$ cat config.mk
export PLATFORM = sky130hd
export DESIGN_NAME = button_debounce_short_long_press
export DESIGN_NICKNAME = d
export VERILOG_FILES = /design/src/design/bdsl_pkg.sv /design/src/design/bdsl_cfg.sv /design/src/design/bdsl_button.sv /design/src/design/button_debounce_short_long_press.sv
export SDC_FILE = /design/constraint.sdc
export NUM_CORES = 1
export LEC_CHECK = 0
export ABC_AREA = 1
export BUFFER_PORTS_ARGS = -buffer_cell sky130_fd_sc_hd__buf_2
export CORE_MARGIN = 1
export CORE_UTILIZATION = 42
export CTS_CLUSTER_SIZE = 40
export DETAILED_ROUTE_END_ITERATION = 12
export GPL_TIMING_DRIVEN = 0
export PLACE_DENSITY_LB_ADDON = 0.25
export SYNTH_ARGS = -nofsm -noshare
export SYNTH_HDL_FRONTEND = slang
export SYNTH_SLANG_ARGS = --single-unit
$ cat constraint.sdc
create_clock -name clk -period 5.6 [get_ports clk]
set_input_delay 0.56 -clock clk [delete_from_list [all_inputs] [get_ports clk]]
set_output_delay 0.56 -clock clk [all_outputs]
set_load 0.02 [all_outputs]
$ cat src/design/bdsl_pkg.sv
package bdsl_pkg;

    // Width of the mask fields on the ports
    localparam int FIELD_W        = 4;
    localparam int TIME_W         = 32;
    localparam int REG_W          = 16;
    localparam int CFG_INDEX_W    = 8;
    localparam int NUM_BUTTONS_DEF = 4;

    localparam logic [REG_W-1:0] DEBOUNCE_TIME_RST   = 16'd20;
    localparam logic [REG_W-1:0] LONG_PRESS_TIME_RST = 16'd1000;

    // Configuration register indexes
    localparam logic [CFG_INDEX_W-1:0] REG_DEBOUNCE_TIME   = 8'd0;
    localparam logic [CFG_INDEX_W-1:0] REG_LONG_PRESS_TIME = 8'd1;

    typedef struct packed {
        logic [REG_W-1:0] debounce_time;
        logic [REG_W-1:0] long_press_time;
    } bdsl_cfg_t;

    typedef struct packed {
        logic short_ev;
        logic long_ev;
        logic held;
    } bdsl_evt_t;

endpackage

$ cat src/design/bdsl_cfg.sv
module bdsl_cfg (
    input  logic                             clk,
    input  logic                             rst_n,
    input  logic                             cfg_valid,
    output logic                             cfg_ready,
    input  logic [bdsl_pkg::CFG_INDEX_W-1:0] cfg_index,
    input  logic [bdsl_pkg::REG_W-1:0]       cfg_data,
    output bdsl_pkg::bdsl_cfg_t              cfg
);
    import bdsl_pkg::*;

    logic [REG_W-1:0] debounce_time_reg;
    logic [REG_W-1:0] long_press_time_reg;

    assign cfg_ready = 1'b1;

    // Writes to indexes beyond the register list are dropped
    always_ff @(posedge clk or negedge rst_n)
    begin
        if (!rst_n)
        begin
            debounce_time_reg   <= DEBOUNCE_TIME_RST;
            long_press_time_reg <= LONG_PRESS_TIME_RST;
        end
        else if (cfg_valid)
        begin
            case (cfg_index)
                REG_DEBOUNCE_TIME:   debounce_time_reg   <= cfg_data;
                REG_LONG_PRESS_TIME: long_press_time_reg <= cfg_data;
                default:             ;
            endcase
        end
    end

    assign cfg.debounce_time   = debounce_time_reg;
    assign cfg.long_press_time = long_press_time_reg;

endmodule

$ cat src/design/bdsl_button.sv
module bdsl_button (
    input  logic                        clk,
    input  logic                        rst_n,
    input  logic                        step,
    input  logic [bdsl_pkg::TIME_W-1:0] time_now,
    input  logic                        raw,
    input  bdsl_pkg::bdsl_cfg_t         cfg,
    output bdsl_pkg::bdsl_evt_t         evt
);
    import bdsl_pkg::*;

    logic              prev_raw_reg,    prev_raw_next;
    logic [TIME_W-1:0] change_time_reg, change_time_next;
    logic              held_reg,        held_next;
    logic [TIME_W-1:0] press_start_reg, press_start_next;
    logic              long_done_reg,   long_done_next;

    logic [TIME_W-1:0] since_change;
    logic [TIME_W-1:0] since_press;
    logic              settled;
    logic              long_reached;
    logic              down;

    assign since_change = time_now - change_time_reg;
    assign since_press  = time_now - press_start_reg;
    assign settled      = since_change >= {{(TIME_W-REG_W){1'b0}}, cfg.debounce_time};
    assign long_reached = since_press >= {{(TIME_W-REG_W){1'b0}}, cfg.long_press_time};
    assign down         = !raw;

    always_comb
    begin
        prev_raw_next    = prev_raw_reg;
        change_time_next = change_time_reg;
        held_next        = held_reg;
        press_start_next = press_start_reg;
        long_done_next   = long_done_reg;
        evt.short_ev     = 1'b0;
        evt.long_ev      = 1'b0;
        if (step)
        begin
            if (raw != prev_raw_reg)
            begin
                // restart the settle timer
                prev_raw_next    = raw;
                change_time_next = time_now;
            end
            else if (settled)
            begin
                if (down && !held_reg)
                begin
                    held_next        = 1'b1;
                    press_start_next = time_now;
                    long_done_next   = 1'b0;
                end
                else if (!down && held_reg)
                begin
                    held_next    = 1'b0;
                    evt.short_ev = !long_done_reg && !long_reached;
                end
                else if (down && held_reg && !long_done_reg && long_reached)
                begin
                    long_done_next = 1'b1;
                    evt.long_ev    = 1'b1;
                end
            end
        end
        evt.held = held_next;
    end

    always_ff @(posedge clk or negedge rst_n)
    begin
        if (!rst_n)
        begin
            prev_raw_reg    <= 1'b1;
            change_time_reg <= '0;
            held_reg        <= 1'b0;
            press_start_reg <= '0;
            long_done_reg   <= 1'b0;
        end
        else
        begin
            prev_raw_reg    <= prev_raw_next;
            change_time_reg <= change_time_next;
            held_reg        <= held_next;
            press_start_reg <= press_start_next;
            long_done_reg   <= long_done_next;
        end
    end

endmodule

$ cat src/design/button_debounce_short_long_press.sv
// Debounce and short/long press detection for active-low buttons.
// One poll (timestamp in ms plus raw levels) is taken per clock while the
// output is not stalled. Each poll passes an input register, then a step in
// which every button's state is updated and the event masks are registered,
// and is then shown on the output. The rate of one poll per clock is set by
// that per-button update step, a wrapped 32-bit subtract and compare against
// the debounce and long-press times. Buttons past the 4-bit level field see
// a held-down level and their event bits are not shown. Write the
// configuration registers only while no poll is in flight.
module button_debounce_short_long_press #(
    parameter int NUM_BUTTONS = bdsl_pkg::NUM_BUTTONS_DEF
) (
    input  logic                             clk,
    input  logic                             rst_n,
    input  logic                             in_valid,
    output logic                             in_ready,
    input  logic [bdsl_pkg::TIME_W-1:0]      time_now,
    input  logic [bdsl_pkg::FIELD_W-1:0]     raw_levels,
    output logic                             out_valid,
    input  logic                             out_ready,
    output logic [bdsl_pkg::FIELD_W-1:0]     short_events,
    output logic [bdsl_pkg::FIELD_W-1:0]     long_events,
    output logic [bdsl_pkg::FIELD_W-1:0]     held_mask,
    input  logic                             cfg_valid,
    output logic                             cfg_ready,
    input  logic [bdsl_pkg::CFG_INDEX_W-1:0] cfg_index,
    input  logic [bdsl_pkg::REG_W-1:0]       cfg_data
);
    import bdsl_pkg::*;

    bdsl_cfg_t cfg;

    logic               in_full_reg;
    logic [TIME_W-1:0]  in_time_reg;
    logic [FIELD_W-1:0] in_raw_reg;

    logic               out_valid_reg;
    logic [FIELD_W-1:0] short_reg, short_next;
    logic [FIELD_W-1:0] long_reg,  long_next;
    logic [FIELD_W-1:0] held_reg,  held_next;

    logic advance;
    logic step;

    bdsl_evt_t evt [NUM_BUTTONS];

    bdsl_cfg u_cfg (
        .clk       (clk),
        .rst_n     (rst_n),
        .cfg_valid (cfg_valid),
        .cfg_ready (cfg_ready),
        .cfg_index (cfg_index),
        .cfg_data  (cfg_data),
        .cfg       (cfg)
    );

    // Output register frees up when empty or being taken
    assign advance  = !out_valid_reg || out_ready;
    assign step     = in_full_reg && advance;
    assign in_ready = !in_full_reg || advance;

    always_ff @(posedge clk or negedge rst_n)
    begin
        if (!rst_n)
        begin
            in_full_reg <= 1'b0;
        end
        else if (in_ready)
        begin
            in_full_reg <= in_valid;
        end
    end

    always_ff @(posedge clk)
    begin
        if (in_ready && in_valid)
        begin
            in_time_reg <= time_now;
            in_raw_reg  <= raw_levels;
        end
    end

    for (genvar i = 0; i < NUM_BUTTONS; i++)
    begin : g_btn
        logic raw_bit;
        if (i < FIELD_W)
        begin : g_in_field
            assign raw_bit = in_raw_reg[i];
        end
        else
        begin : g_past_field
            assign raw_bit = 1'b0;
        end

        bdsl_button u_button (
            .clk      (clk),
            .rst_n    (rst_n),
            .step     (step),
            .time_now (in_time_reg),
            .raw      (raw_bit),
            .cfg      (cfg),
            .evt      (evt[i])
        );
    end

    for (genvar j = 0; j < FIELD_W; j++)
    begin : g_mask
        if (j < NUM_BUTTONS)
        begin : g_used
            assign short_next[j] = evt[j].short_ev;
            assign long_next[j]  = evt[j].long_ev;
            assign held_next[j]  = evt[j].held;
        end
        else
        begin : g_unused
            assign short_next[j] = 1'b0;
            assign long_next[j]  = 1'b0;
            assign held_next[j]  = 1'b0;
        end
    end

    always_ff @(posedge clk or negedge rst_n)
    begin
        if (!rst_n)
        begin
            out_valid_reg <= 1'b0;
        end
        else if (advance)
        begin
            out_valid_reg <= in_full_reg;
        end
    end

    always_ff @(posedge clk)
    begin
        if (step)
        begin
            short_reg <= short_next;
            long_reg  <= long_next;
            held_reg  <= held_next;
        end
    end

    assign out_valid    = out_valid_reg;
    assign short_events = short_reg;
    assign long_events  = long_reg;
    assign held_mask    = held_reg;

endmodule

==> results of run 1 <==
==> routing by layer <==
layer	part of all wire [%]	up-vias
met4	4.4	0
met5	0	-
met1	45	16200
met3	6.4	212
met2	44	993
li1	-	17800
==> kinds of logic (layout without fill, tap and decap cells) <==
kind of cell,count (synthesis),count (layout),share of synthesized area (%)
and+or+nand+nor,2920,2920,34.7
buffers and inverters,1026,1197,11.5
AOI/OAI and AO/OA,693,693,10.5
adders and majority gates,384,384,14.0
DFF,350,350,26.0
xor gates and xnor gates,128,128,3.24
other,1,3,0.0108
==> cell usage in the layout (no fill, tap or decap), types with 52 or more instances in the layout <==
cell                       count
sky130_fd_sc_hd__inv_1       947
sky130_fd_sc_hd__xor2_1      106
sky130_fd_sc_hd__nand2_1    1912
sky130_fd_sc_hd__nor2_1      477
sky130_fd_sc_hd__clkbuf_1     52
sky130_fd_sc_hd__dfrtp_1     290
sky130_fd_sc_hd__nand4_1     126
sky130_fd_sc_hd__nand3_1     243
sky130_fd_sc_hd__nor3_1       63
sky130_fd_sc_hd__buf_2        87
sky130_fd_sc_hd__ha_1        376
sky130_fd_sc_hd__a21oi_1     299
sky130_fd_sc_hd__o21ai_0     290
==> cell usage after synthesis (all sizes together) <==
library cell / instances
a211oi: 12
a21boi: 4
a21o: 8
a21oi: 300
a221oi: 1
a31oi: 3
and2: 11
and3: 4
buf: 26
clkbuf: 48
clkinv: 1
conb: 1
dfrtp: 290
dfstp: 12
edfxtp: 48
fa: 8
ha: 376
inv: 951
nand2: 1917
nand3: 254
nand3b: 36
nand4: 126
nor2: 484
nor3: 63
nor3b: 3
nor4: 13
o21a: 13
o21ai: 327
o21bai: 23
o22ai: 1
o311ai: 1
or2: 8
or4: 1
xnor2: 22
xor2: 106
==> timing repair <==
| action | 4_1_cts | 5_1_grt |
|---|---|---|
| hold endpoints to repair | 46 | 0 |
| resized for setup | 0 | 2 |
| setup endpoints to repair | 0 | 2 |
| buffers inserted | 0 | 3 |
| hold buffers | 1 | 0 |
==> worst paths after layout <==
path / to / slack (ns) / cells after the start
max in group asynchronous: u_cfg.long_press_time_reg[7]$_DFFE_PN1P_ / 3.74 / 4
max reg2reg: held_mask[3]$_DFFE_PP_ / 0.21 / 23
min in group asynchronous: g_btn[1].u_button.change_time_reg[28]$_DFFE_PN0P_ / 0.47 / 2
min: in_time_reg[27]$_DFFE_PP_ / 0.12 / 1
min reg2reg: g_btn[0].u_button.press_start_reg[14]$_DFFE_PN0P_ / 0.47 / 2
max: held_mask[3]$_DFFE_PP_ / 0.21 / 23
==> power by group <==
group	total [mW]	switching, mW	internal, mW
clock	2.97	1.26	1.71
sequential	4.31	0.722	3.59
combinational	15.7	10.1	5.62
total	23.0	12.1	10.9
==> area by class of cell <==
cell class | instances | area (sq um)
fillers | 8647 | 43000
multi-input cells | 4126 | 21600
flip-flops and latches | 350 | 9010
inverters | 952 | 3580
well taps | 1060 | 1330
clock buffers | 62 | 1320
repair buffers | 87 | 563
plain buffers | 74 | 402
clock inverters | 22 | 188
diodes | 2 | 5.00
==> per-stage QoR <==
stage	setup TNS, ns	hold WS, ns	setup slack [ns]	cells	utilization [%]
floorplan	0	0.264	1.88	5502	-
global placement	-577.36	0.454	-2.06	6640	44.8
detailed placement	0	0.458	0.188	6645	45.0
CTS	0	0.0878	0.169	6730	46.9
global route	0	0.0822	0.0631	6735	46.9
finish	0	0.116	0.207	6735	46.9
==> qor.yml, run 1 <==
arrival_ns: 5.74
startpoint_type: "flip-flop"
cts_buffer_depth: 3
floorplan.initialDensity_pct: 42.7
drc: 0
max_slew_margin_pct: 8.38
mappedNetlistNets: 5951
overall_track_demand_over_capacity_in_global_routing_pct: 29.3
global_route_layer_with_the_greatest_usage: "met2"
ys_top_cells_by_area: "sky130_fd_sc_hd__dfrtp_1 21%, sky130_fd_sc_hd__nand2_1 21%, sky130_fd_sc_hd__ha_1 14%, sky130_fd_sc_hd__inv_1 10%, sky130_fd_sc_hd__nor2_1 5.2%"
floorplan_die_area_sq_um: 83600
globalplace.congestion: 1.01
ctsRootBufferMaster: "sky130_fd_sc_hd__clkbuf_16"
antenna_violating_nets_post_route: 0
fmax_mhz: 185
setup_repair_after_global_routing_missed_its_margin: "no"
mappedNetlistArea_sq_um: 34600
drive_gt1_share_pct: 4.20
grt_pass1_wl_um: 186000
tightest_slew_ns: 1.37
post-route-period-util_pct: 96.3
detailed_placement_wirelength_estimate_um: 96400
clock_tree.htree_level_count: 2
cts_made_buffers: 45
route.detailed.vias_per_inst: 5.23
clock_tree_from_tritoncts: "built"
fin_nets: 6085
grt_antenna_before_repair: 5
hold_path_class: "input port to flip-flop"
slew_violations: 0
flow.area_growth_from_synthesis_pct: 9.85
crit_path_max_fanout: 13
wire_per_inst_um: 18.2
dpl-instance-area_sq_um: 36500
die-height_um: 289
grt_pass1_vias: 33000
post_synthesis_instance_total: 5502
fin_skew_ns: 0.0476
crit_path_top_delay_cell: "sky130_fd_sc_hd__clkinvlp_4"
timing.hold.worst.start: "time_now[27]"
cts.sinks: 350
crit_path_end_kind: "flip-flop"
top_level_ports: 80
worstSetupStartpoint: "in_time_reg[0]$_DFFE_PP_"
timing.final.hold_violations: 0
cp.required_ns: 5.95
status: "completed"
timing.final.setup_violations: 0
crit_chain: "clkinvlp_4, ha_1, inv_1, fa_1, nand3_1, nand2_1, nand3_1, nand2_1, nand3_1, nand2_1, xor2_1, ha_1, inv_1, nor3_1, a211oi_1, nand3_1, nor2_1, nand4_1, nor2_1, nand2_2, buf_2, nand4_1, nand2_1"
synth_top_area_cell: "sky130_fd_sc_hd__dfrtp_1"
die_width_um: 289
ys_ff_latch: 350
grt_use_met2_pct: 47.2
critPathBufInv: 4
final_cell_area_sq_um: 38100
drv.max_cap_violation_count: 0
route.vias.total: 35200
clkLatencyLatePin_ns: 0.63
power_density_nw_per_um2: 605
design.core.area_sq_um: 81100
firstDrtPassIters: 6
overflow: 0
cts.clk_slew.worst_paths_ns: 0.06
globalRouteMet3Util_pct: 4.39
r2r-start: "in_time_reg[0]$_DFFE_PP_"
synth_warnings: 0
use_met1_pct: 39.2
cp_delay_by_family_top: "simple AND/OR/NAND/NOR gates"
max-vdd-ir-drop_mv: 0.283
timing.final.crit_period_ns: 5.39
design_power_total_mw: 23.0
detailedRoute.firstIterationViolations: 2593
leakage_power_figure_nw: 20.6
path_class: "flip-flop to flip-flop"
grt_max_degree: 90
seq_area_frac_synth_pct: 26.0
synth_top_cell_area_share_pct: 21.0
critPathMaxStageDelay_ns: 0.61
netlist-cell-type-count: 48
wl_um: 123000
std_cell_rows: 104
port_buffers: 78
synth_area_per_cell_sq_um: 6.30
Power figures use the tool's default switching activity.
==> inputs of run 2 (changes only) <==
--- a/config.mk
+++ b/config.mk
@@ -7,6 +7,7 @@
 export LEC_CHECK = 0
 export ABC_AREA = 1
 export BUFFER_PORTS_ARGS = -buffer_cell sky130_fd_sc_hd__buf_2
+export CORE_ASPECT_RATIO = 0.75
 export CORE_MARGIN = 1
 export CORE_UTILIZATION = 42
 export CTS_CLUSTER_SIZE = 40
==> run 2 against run 1 <==
- the run now ends with max-capacitance violations, max-slew violations left
- largest power group unchanged
- flip-flop and latch count unchanged
- global-route usage grew 0.25 points
- core utilization fell by 0.061 points
- register-to-register slack worse by 0.05 ns
- largest cell class unchanged
- critical path depth down 3
- routed wire length increased by 1.6%
- non-clock buffer count is 6 higher
- count of clock-buffer cells in the layout decreased by 6
- power hardly changed
- worst setup slack lost 0.049 ns
- combinational power about the same
- final cell count fell by 0.13%
==> qor.yml, run 2 (synthesized netlist as in run 1, its figures left out) <==
status: "finished, violations left"  # was completed
violations_in_the_final_reports: "max-capacitance violations, max-slew violations"
timing.final.crit_period_ns: 5.44  # was 5.39 ns
antenna_violating_nets_post_route: 0  # unchanged
clkLatencyLatePin_ns: 0.60  # was 0.63 ns
grt_antenna_before_repair: 6  # was 5
grt_max_degree: 111  # was 90
globalplace.congestion: 0.978  # was 1.01
critPathMaxStageDelay_ns: 1.17  # was 0.61 ns
fin_skew_ns: 0.0399  # was 0.0476 ns
layout.cells.most_common_list: "1912 x sky130_fd_sc_hd__nand2_1, 948 x sky130_fd_sc_hd__inv_1, 477 x sky130_fd_sc_hd__nor2_1"  # was 1912 x sky130_fd_sc_hd__nand2_1, 947 x sky130_fd_sc_hd__inv_1, 477 x sky130_fd_sc_hd__nor2_1
path_class: "flip-flop to flip-flop"  # unchanged
floorplan.initialDensity_pct: 42.7  # about the same
drv.max_cap_violation_count: 4  # was 0
layout_commonest_cell: "sky130_fd_sc_hd__nand2_1"  # unchanged
layout.area.seq_sq_um: 9010  # unchanged
flow.area_growth_from_synthesis_pct: 9.72  # was 9.85%
detailedRoute.firstIterationViolations: 4026  # was 2593
drc: 0  # unchanged
ctsRootBufferMaster: "sky130_fd_sc_hd__clkbuf_16"  # unchanged
overflow: 0  # unchanged
route.detailed.vias_per_inst: 5.28  # was 5.23
cts_made_buffers: 40  # was 45
die_width_um: 334  # was 289 um
floorplan_die_area_sq_um: 83600  # about the same
fin_nets: 6086  # was 6085
std_cell_rows: 90  # was 104
timing.hold.ws_ns: 0.128  # was 0.116 ns
cts.clk_slew.worst_paths_ns: 0.06  # about the same
crit_path_top_delay_cell: "sky130_fd_sc_hd__edfxtp_1"  # was sky130_fd_sc_hd__clkinvlp_4
arrival_ns: 5.78  # was 5.74 ns
crit_path_max_fanout: 12  # was 13
firstDrtPassIters: 6  # unchanged
wl_um: 125000  # was 123000 um
cts.sinks: 350  # unchanged
cts_buffer_depth: 3  # unchanged
route.vias.total: 35500  # was 35.2k
finish.utilization_pct: 46.9  # about the same
critPathMostFrequentCell: "sky130_fd_sc_hd__nand2_1"
startpoint_type: "flip-flop"  # unchanged
hold_path_class: "input port to flip-flop"  # unchanged
nFillCells: 8562  # was 8647
timing.final.hold_violations: 0  # unchanged
cp.required_ns: 5.93  # was 5.95 ns
design.core.area_sq_um: 81100  # about the same
power_density_nw_per_um2: 605  # about the same
wire_per_inst_um: 18.6  # was 18.2 um
clock_tree_from_tritoncts: "built"  # unchanged
multi_input_comb_area_sq_um: 21600  # unchanged
grt_pass1_wl_um: 188000  # was 186000 um
top_level_ports: 80  # unchanged
slew_violations: 51  # was 0
grt_pass1_vias: 31400  # was 33.0k
overall_track_demand_over_capacity_in_global_routing_pct: 29.6  # was 29.3%
clock_tree.htree_level_count: 2  # unchanged
timing.final.setup_violations: 0  # unchanged
drive_gt1_share_pct: 4.06  # was 4.20%
tightest_slew_ns: 1.63  # was 1.37 ns
crit_chain: "ha_1, nand2_1, nor2_1, nand3_1, nand3_1, xor2_1, ha_1, a21oi_1, nor3_1, a211oi_1, nand2_1, nand2_1, nand3_1, nor2_1, nand4_1, nor2_1, nand2_2, buf_2, nand4_1, nand2_1"  # was clkinvlp_4, ha_1, inv_1, fa_1, nand3_1, nand2_1, nand3_1, nand2_1, nand3_1, nand2_1, xor2_1, ha_1, inv_1, nor3_1, a211oi_1, nand3_1, nor2_1, nand4_1, nor2_1, nand2_2, buf_2, nand4_1, nand2_1
detailed_placement_wirelength_estimate_um: 96900  # was 96400 um
max-vdd-ir-drop_mv: 0.265  # was 0.283 mV
crit_path_end_kind: "flip-flop"  # unchanged
leakage_power_figure_nw: 20.6  # about the same
port_buffers: 78  # unchanged
post-route-period-util_pct: 97.2  # was 96.3%
setup_repair_after_global_routing_missed_its_margin: "no"  # unchanged
die-height_um: 251  # was 289 um
max_slew_margin_pct: -8.70  # was 8.38%
fmax_mhz: 184  # was 185 MHz
==> run 2: changes by cell type in the layout (fill, tap and decap cells not counted), moves of 2 or more <==
cell                         delta
sky130_fd_sc_hd__buf_16         +3
sky130_fd_sc_hd__buf_4          +2
sky130_fd_sc_hd__bufinv_16      +3
sky130_fd_sc_hd__clkbuf_1       +2
sky130_fd_sc_hd__clkbuf_16      -6
sky130_fd_sc_hd__clkbuf_8       -3
sky130_fd_sc_hd__clkinv_2       -3
sky130_fd_sc_hd__clkinvlp_4     -3
==> run 2: area by class of cell <==
class | instances | share of cell area [%]
plain buffers | 74 | 1.06
clock inverters | 16 | 0.553
multi-input cells | 4126 | 57.0
inverters | 952 | 9.41
diodes | 1 | 0.00658
clock buffers | 56 | 3.02
repair buffers | 93 | 1.79
well taps | 1058 | 3.48
flip-flops and latches | 350 | 23.7
==> run 2: path summary, 6_finish.rpt <==
path | cells after the start | endpoint | slack (ns) | from
setup / recovery | 20 | held_mask[3]$_DFFE_PP_ | 0.16 | in_time_reg[7]$_DFFE_PP_
min in group asynchronous | 2 | g_btn[3].u_button.press_start_reg[30]$_DFFE_PN0P_ | 0.52 | rst_n
setup reg to reg | 20 | held_mask[3]$_DFFE_PP_ | 0.16 | in_time_reg[7]$_DFFE_PP_
hold / removal | 1 | in_time_reg[29]$_DFFE_PP_ | 0.13 | time_now[29]
max in group asynchronous | 3 | g_btn[0].u_button.change_time_reg[30]$_DFFE_PN0P_ | 3.94 | rst_n
hold reg to reg | 2 | g_btn[2].u_button.press_start_reg[18]$_DFFE_PN0P_ | 0.47 | g_btn[2].u_button.press_start_reg[18]$_DFFE_PN0P_
==> run 2: power by group <==
part           internal [mW]  leakage [nW]  switching [mW]
clock                   1.62         0.661            1.16
sequential              3.59          4.24           0.719
combinational           5.65          15.7            10.3
total                   10.9          20.6            12.2
==> run 2: layer usage <==
metal	up-vias	part of all wire, %	track usage, %
li1	17700	-	-
met2	1374	36	38.0
met3	133	12	7.56
met1	16300	50	47.5
met5	-	0	0
met4	0	2.2	6.61
==> run 2: worst max-delay path, delay by kind of cell, from the launching register on <==
| kind | cells | cell delay (ns) |
|---|---|---|
| and+or+nand+nor | 14 | 2.38 |
| xor gates and xnor gates | 1 | 0.26 |
| DFF | 1 | 1.17 |
| buffers and inverters | 1 | 0.26 |
| adders and majority gates | 2 | 0.69 |
| AOI/OAI and AO/OA | 2 | 0.36 |
==> run 2: timing repair <==
| action | 4_1_cts | 5_1_grt |
|---|---|---|
| hold endpoints to repair | 14 | 0 |
| setup buffers | 3 | 3 |
| cloned | 0 | 0 |
| endpoints found under the setup margin | 2 | 1 |
| resized for setup | 0 | 1 |
| hold buffers | 1 | 0 |
==> run 2: stage by stage <==
stage / cells / cell area, sq um / TNS [ns] / total power [mW] / worst slack [ns]
6_report: 6726 / 38000 / 0 / 23.0 / 0.157
5_1_grt: 6725 / 38000 / 0 / 25.5 / 0.160
4_1_cts: 6720 / 37900 / 0 / 22.7 / 0.198
3_5_place_dp: 6644 / 36500 / -0.181 / 19.8 / -0.181
3_3_place_gp: 6638 / 36400 / -594.36 / 19.5 / -2.12
2_1_floorplan: 5502 / 34600 / 0 / 15.9 / 1.88
